[src/hw/rtl/scba_ram.sv]
// Generic simple dual-port RAM: one write port, one read port, registered read.
// No dependencies; used for the free-list heads and the block link store.
`timescale 1ns / 1ps
`default_nettype none
module scba_ram #(
    parameter int WIDTH = 15,
    parameter int DEPTH = 16
) (
    input  wire logic                     aclk,
    input  wire logic                     wr_en,
    input  wire logic [$clog2(DEPTH)-1:0] wr_addr,
    input  wire logic [WIDTH-1:0]         wr_data,
    input  wire logic                     rd_en,
    input  wire logic [$clog2(DEPTH)-1:0] rd_addr,
    output logic      [WIDTH-1:0]         rd_data
);

    logic [WIDTH-1:0] mem_reg [DEPTH];

    always_ff @(posedge aclk) begin
        if (wr_en) begin
            mem_reg[wr_addr] <= wr_data;
        end
        if (rd_en) begin
            rd_data <= mem_reg[rd_addr];
        end
    end

endmodule : scba_ram
`default_nettype wire

[config.mk]
export PLATFORM = sky130hd
export DESIGN_NAME = scba_ram
export DESIGN_NICKNAME = d
export VERILOG_FILES = /design/src/hw/rtl/scba_ram.sv
export SDC_FILE = /design/constraint.sdc
export NUM_CORES = 1
export LEC_CHECK = 0
export ABC_AREA = 0
export ABC_CLOCK_PERIOD_IN_PS = 2300
export BUFFER_PORTS_ARGS = -buffer_cell sky130_fd_sc_hd__clkbuf_2
export CORE_ASPECT_RATIO = 1.4
export CORE_MARGIN = 5
export CORE_UTILIZATION = 45
export DETAILED_ROUTE_END_ITERATION = 8
export PLACE_DENSITY = 0.59
export SLEW_MARGIN = 20
export SYNTH_ARGS = -nofsm -noshare
export SYNTH_HDL_FRONTEND = slang
export SYNTH_SLANG_ARGS = --single-unit
[constraint.sdc]
create_clock -name aclk -period 2.3 [get_ports aclk]
set_input_delay 0.115 -clock aclk [delete_from_list [all_inputs] [get_ports aclk]]
set_output_delay 0.115 -clock aclk [all_outputs]
set_load 0.01 [all_outputs]
Word-level counts from Yosys, hierarchy flattened
Memory sizes are Yosys's and may differ from the RTL's. A register that Yosys moved wholly into a read port is not among the register bits. Cells that the tools add are included.

$add $sub $neg: 0. Multipliers: 0. Divide/modulo/power cells: 0. $lt $le $gt $ge: 0. Equality and inequality tests: 0. Shift-type cells: 0. Multiplexer cells: 2. Bitwise logic cells: 0. Reduce and logical (&&, ||, !) cells: 0.

Operators by type and width (count): 1-bit two-way mux (2).

Register bits after elaboration: 0. Bits in latches: 0. Memory bits (writable): 240. ROM bits: 0. Bits of input ports: 26. Output and inout bits: 15. Logic and storage cells: 3. Memories kept: 1.

Memories: mem_reg (words 16, width 15, read ports 1, clocked after Yosys merged registers in 1, wr ports 1, RTL line 18) `logic [WIDTH-1:0] mem_reg [DEPTH];`.

Logic depth before layout (Yosys ltp)
Gate-level depths: netlist (run 1).

Depth after elaboration: 2. Depth in mapped cells: 5. Depth with buffers taken out: 3.

Worst setup path after synthesis (run 1)
Ideal clock, no wire load.

Path type: input-to-reg. Start: in wr_addr[2]. End: mem mem_reg[0][0], enable pin. Setup time: 406 ps. Arrival: 1694 ps. Required time: 1894 ps. Slack: 200 ps. Stages on the path: 2. Buffers on the path: 0. Path through: or3b_2 -> nor3_1.

RTL lines: start: declaration (RTL line 11) `input wire logic [$clog2(DEPTH)-1:0] wr_addr,`; end: declaration (RTL line 18).

No word-level cell before the write port.

==> results.cfg, run 1 <==
[outcome]
outcome = finished, final reports clean

[timing]
hold_ws_ns = 0.0118
max_clock_freq_mhz = 681
worst_slew_pin_slew_ns = 0.587
slew_headroom_pct = 60.9
fin_crit_sh_pct = 63.9
finalSetupViolCount = 0
finalSetupTns_ns = 0
finalHoldViolCount = 0
fin_crit_ns = 1.47
rsz0062_at_grt = no
slew_viol_final = 0
skew_ns = 0.0119

[global_routing]
grt_pass1_wl_mm = 29.8
overflow = 0
antenna_found_initial = 0
grt_util_all_layers_pct = 16.5
grt_pass1_vias = 4837
grt_max_degree = 31

[routing]
vias_per_cell = 5.79
drt-wirelength-per-cell_um = 25.8
drt_pre_antenna_iters = 4
postRouteAntennaNets = 0
first_iter_violations = 559
drc = 0
num_vias = 4402
wl_mm = 19.6

[power_and_ir_drop]
powerDensity_nw_per_um2 = 861
irDropWorstVdd_mv = 0.567
power.total_mw = 9.55
p_leak_nw = 3.64

[floorplanning]
row_count = 63
die-area_um2 = 24400
core-area_um2 = 21100
die_w_um = 133
die_h_um = 183
ioPinCount = 41
start_util_pct = 45.4

[cells_and_area]
layout_common_cells = 255 x edfxtp_1, 44 x mux4_2, 39 x clkbuf_2, 30 x a22oi_1, 26 x buf_4
drive_above_1_share_pct = 32.0
num_antenna_cells = 0
final_cells = 760
area_growth_pct = 15.6
nets = 508
postLayoutCoreUtil_pct = 52.5
largest_reg_flops = 240
layout_commonest_cell = edfxtp_1

[clock_network]
cts_tree = done
insertion_delay_ns = 0.51
postCtsSetupBuffers = 0
cts_root_buffer = clkbuf_16
clock-sinks = 255
cts_buffer_depth = 3
cts_buffers = 24
cts.clk_slew.worst_paths_ns = 0.06
ctsResizeCount = 0
hold_buffers = 0
htreeDepth = 1

[logic_synthesis]
yosysSeqAreaShare_pct = 79.8
yosys_warnings = 0
yosys.area.top_type_share_pct = 79.8
synth_area_um2 = 9600
postSynthCellCount = 406
yosysUniqueCellTypes = 17
avgSynthCellArea_um2 = 23.6
ys_seq_elements = 255
synth_area_leader_cell = edfxtp_1
synthTopCellsByArea = edfxtp_1 80%, mux4_2 10%, mux4_1 4.4%, a22oi_1 2.3%, nand2_1 0.63%
synth_fp_nets = 432

[setup_path]
cp_top_family = multiplexers
cpPeakStageDelay_ns = 0.48
reg2reg_depth = 3
cp.required_ns = 2.54
cp_cell_sequence = mux4_2, a22oi_1, nand2_1
end_kind = flip-flop
crit_buf_inv = 0
critical_path_cell_count = 3
cp_slowest_cell = mux4_2
worst_setup_path_start_kind = flip-flop
crit_type = flip-flop to flip-flop
crit_fanout = 1
r2r_slack_ns = 0.83
cp.arrival_ns = 1.71

[hold_path]
hold_depth = 1
min_path_type = input port to flip-flop

[place]
place_congestion = 0.725
dp.cells = 716
dp_hpwl_mm = 11.3
port_buffers = 40

[job]
cap_violations = 0
-- worst paths after layout --
kind | start | to
worst max-delay path | mem_reg[10][14] | rd_data[14]
worst min-delay path | wr_data[10] | mem_reg[6][10]
worst max register to register | mem_reg[10][14] | rd_data[14]
worst min register to register | mem_reg[12][3] | rd_data[3]
-- worst reg2reg max path, stage by stage, from the launching register on --
cell	delay, ns
edfxtp_1	0.39
mux4_2	0.48
a22oi_1	0.25
nand2_1	0.09
-- metrics by stage --
stage | setup WS (ns) | instance area (µm²)
after detailed placement | 0.599 | 10300
final | 0.831 | 11100
after floorplan | 0.200 | 9600
after CTS | 0.798 | 11100
after global placement | 0.638 | 10300
after global routing | 0.746 | 11100
-- cells by family (layout without fill, tap and decap cells) --
kind of cell / after synthesis / after routing / share of synthesized area, %
buffers and inverters: 19 / 113 / 1.19
flip-flops: 255 / 255 / 79.8
AND/OR/NAND/NOR: 42 / 42 / 1.97
multiplexers: 60 / 60 / 14.7
AO/OA/AOI/OAI: 30 / 30 / 2.35
-- where the power goes --
part / leakage, nW / switching [mW] / internal [mW]
logic: 0.950 / 0.272 / 0.197
registers: 2.32 / 0.0266 / 5.23
clock network: 0.374 / 1.62 / 2.21
total: 3.64 / 1.92 / 7.64
-- cell type report --
cell class,count,area (µm²)
Sequential cell,255,7660
Tap cell,260,325
Clock inverter,15,125
Fill cell,1692,10000
Clock buffer,29,641
Multi-Input combinational cell,132,1870
Timing Repair Buffer,69,470
-- cells in the mapped netlist --
library cell and number:
a22oi_1 30, buf_2 1, nand2_1 16, clkbuf_1 11
mux4_1 16, nor3_1 4, nand2b_1 2, nand3b_1 2
buf_4 3, mux4_2 44, nand3_1 1, edfxtp_1 255
or3b_2 1, nor2b_1 2, buf_6 4, nor2_1 13
and2_1 1
-- metal layers --
metal | GRT usage (%) | share of wire (%) | up-vias
met5 | 0 | 0 | -
met4 | 4.98 | 1.8 | 0
met3 | 2.44 | 5.3 | 21
met2 | 28.0 | 51 | 127
met1 | 22.5 | 42 | 2354
li1 | - | - | 1900
Power figures use the tool's default switching activity.
==> run 2, diff against run 1 <==
--- a/config.mk
+++ b/config.mk
@@ -5,8 +5,8 @@
 export SDC_FILE = /design/constraint.sdc
 export NUM_CORES = 1
 export LEC_CHECK = 0
-export ABC_AREA = 0
-export ABC_CLOCK_PERIOD_IN_PS = 2300
+export ABC_AREA = 1
+export ABC_CLOCK_PERIOD_IN_PS = 1500
 export BUFFER_PORTS_ARGS = -buffer_cell sky130_fd_sc_hd__clkbuf_2
 export CORE_ASPECT_RATIO = 1.4
 export CORE_MARGIN = 5
==> constraint.sdc (replaced) <==
create_clock -name aclk -period 1.5 [get_ports aclk]
set_input_delay 0.075 -clock aclk [delete_from_list [all_inputs] [get_ports aclk]]
set_output_delay 0.075 -clock aclk [all_outputs]
set_load 0.01 [all_outputs]
==> run 2 against run 1 <==
Effect of this change: critical endpoint is now rd_data[4]; sequential power increased by 54%; sequential share of layout area decreased by 7.6 points; combinational power increased by 110%.
==> results.cfg, run 2 <==
[place]
pre_cts_slack_ns = 0.0786
port_buffers = 40
dp_hpwl_mm = 15.3
dp.cells = 1351
place_congestion = 0.800

[clock_network]
cts_tree = done
cts_root_buffer = clkbuf_16
clock-sinks = 255
cts_buffers = 24
htreeDepth = 1
cts.clk_slew.worst_paths_ns = 0.06
insertion_delay_ns = 0.52
postCtsSetupBuffers = 0
cts_buffer_depth = 3

[logic_synthesis]
ys_seq_elements = 255
yosysUniqueCellTypes = 10
yosys.area.top_type_share_pct = 71.2
yosysSeqAreaShare_pct = 71.2
synth-main-ff-cell = edfxtp_1
yosys_warnings = 0
synth_area_um2 = 10800
synth_edf_count = 255
postSynthCellCount = 1009
yosysMostFrequentCell = nand2_1
avgSynthCellArea_um2 = 10.7
synth_common_cells = 320 x nand2_1, 255 x edfxtp_1, 184 x inv_1, 181 x nand3_1, 32 x buf_2
synthTopCellsByArea = edfxtp_1 71%, nand2_1 11%, nand3_1 8.4%, inv_1 6.4%, buf_2 1.5%
synth_area_leader_cell = edfxtp_1
async_reset_ff_share_pct = 0
synth_fp_nets = 1035

[cells_and_area]
num_antenna_cells = 0
layout_commonest_cell = nand2_1
largest_reg_flops = 240
drive_above_1_share_pct = 11.9
final_cells = 1399
layout_common_cells = 320 x nand2_1, 255 x edfxtp_1, 184 x inv_1, 181 x nand3_1, 39 x clkbuf_2
postLayoutCoreUtil_pct = 52.6
area_growth_pct = 15.9
nets = 1100

[routing]
wl_mm = 26.3
drc = 0
drt-wirelength-per-cell_um = 18.8
first_iter_violations = 520
vias_per_cell = 5.05
num_vias = 7066
postRouteAntennaNets = 0
drt_pre_antenna_iters = 5

[hold_path]
min_path_type = input port to flip-flop

[global_routing]
grt_util_all_layers_pct = 19.6
grt_pass1_wl_mm = 40.4
grt_pass1_vias = 6839
grt_max_degree = 65
antenna_found_initial = 0
overflow = 0

[timing]
slew_viol_final = 0
hold_ws_ns = 0.0117
max_clock_freq_mhz = 775
finalWorstSetupSlack_ns = 0.210
rsz0062_at_grt = no
slew_headroom_pct = 43.3
skew_ns = 0.0121
finalHoldViolCount = 0
finalSetupTns_ns = 0
worst_slew_pin_slew_ns = 0.850
finalSetupViolCount = 0
fin_crit_sh_pct = 86.0
fin_crit_ns = 1.29

[floorplanning]
die-area_um2 = 27200
ioPinCount = 41
core-area_um2 = 23700
die_h_um = 193
start_util_pct = 45.4
die_w_um = 141
row_count = 67

[setup_path]
cp.required_ns = 1.42
worst_setup_path_start_kind = flip-flop
end_kind = primary output
crit_fanout = 1
cp_slowest_cell = edfxtp_1
cp_top_family = flip-flops
cp_cell_sequence = clkbuf_2
cpPeakStageDelay_ns = 0.51
cp.arrival_ns = 1.21
crit_type = flip-flop to primary output
crit_buf_inv = 1

[power_and_ir_drop]
p_leak_nw = 5.29
irDropWorstVdd_mv = 0.916
powerDensity_nw_per_um2 = 1170

[outcome]
outcome = finished, final reports clean

[job]
cap_violations = 0
-- run 2: changes by cell type after synthesis, sizes merged --
cell,delta
mux4,-60
and2,-1
nand3,+180
buf,+26
nor2,+4
inv,+186
nand2,+304
clkbuf,+3
nand2b,-2
a22oi,-30
nor3,-4
or3b,-1
nor2b,-2
-- run 2: cell type report --
class | count | area [µm²]
sequential | 255 | 7660
multi-input combinational | 520 | 2230
fill | 2104 | 11300
timing repair buffer | 87 | 798
tap | 310 | 388
inverter | 186 | 699
clock buffer | 29 | 641
clock inverter | 12 | 58.8
-- run 2: cell families after synthesis --
kind of cell	count (synthesis)	share of synthesized area, %
buffers and inverters	234	8.53
DFF	255	71.2
and+or+nand+nor	520	20.3
-- run 2: final timing paths --
| path | from | endpoint | slack (ns) | depth (start not counted) |
|---|---|---|---|---|
| setup reg to reg | mem_reg[1][5] | rd_data[5] | 0.38 | 6 |
| setup / recovery | rd_data[4] | rd_data[4] | 0.21 | 1 |
| hold / removal | wr_data[4] | mem_reg[6][4] | 0.01 | 1 |
| hold reg to reg | mem_reg[6][0] | rd_data[0] | 0.74 | 6 |
-- run 2: timing repair --
item | in CTS | in global routing
setup endpoints to repair | 0 | 0
resized for setup | 0 | 0
endpoints found under the hold margin | 105 | 0
hold buffers | 7 | 0
-- run 2: metal layers --
metal | GRT usage, % | part of all wire [%] | vias up
met1 | 27.0 | 43 | 3406
li1 | - | - | 3388
met3 | 2.37 | 6.2 | 35
met2 | 33.6 | 49 | 237
met4 | 4.62 | 1.9 | 0
met5 | 0 | 0 | -
-- run 2: power by group --
part | switching (mW) | internal [mW]
clock | 2.47 | 3.02
combinational | 0.679 | 0.315
sequential | 0.0536 | 8.03
total | 3.20 | 11.4
-- run 2: through the flow --
stage | power (mW) | cell area (µm²)
CTS | 14.7 | 12500
detailed placement | 9.22 | 11700
finish | 14.6 | 12500
global placement | 9.21 | 11700
global route | 15.1 | 12500
floorplan | 8.75 | 10800
-- run 2: worst reg2reg max path, cell delays in order (launching register included) --
cell      delay, ns
edfxtp_1       0.36
inv_1          0.06
nand2_1        0.04
nand3_1        0.08
nand3_1        0.08
nand3_1        0.15
nand2_1        0.09
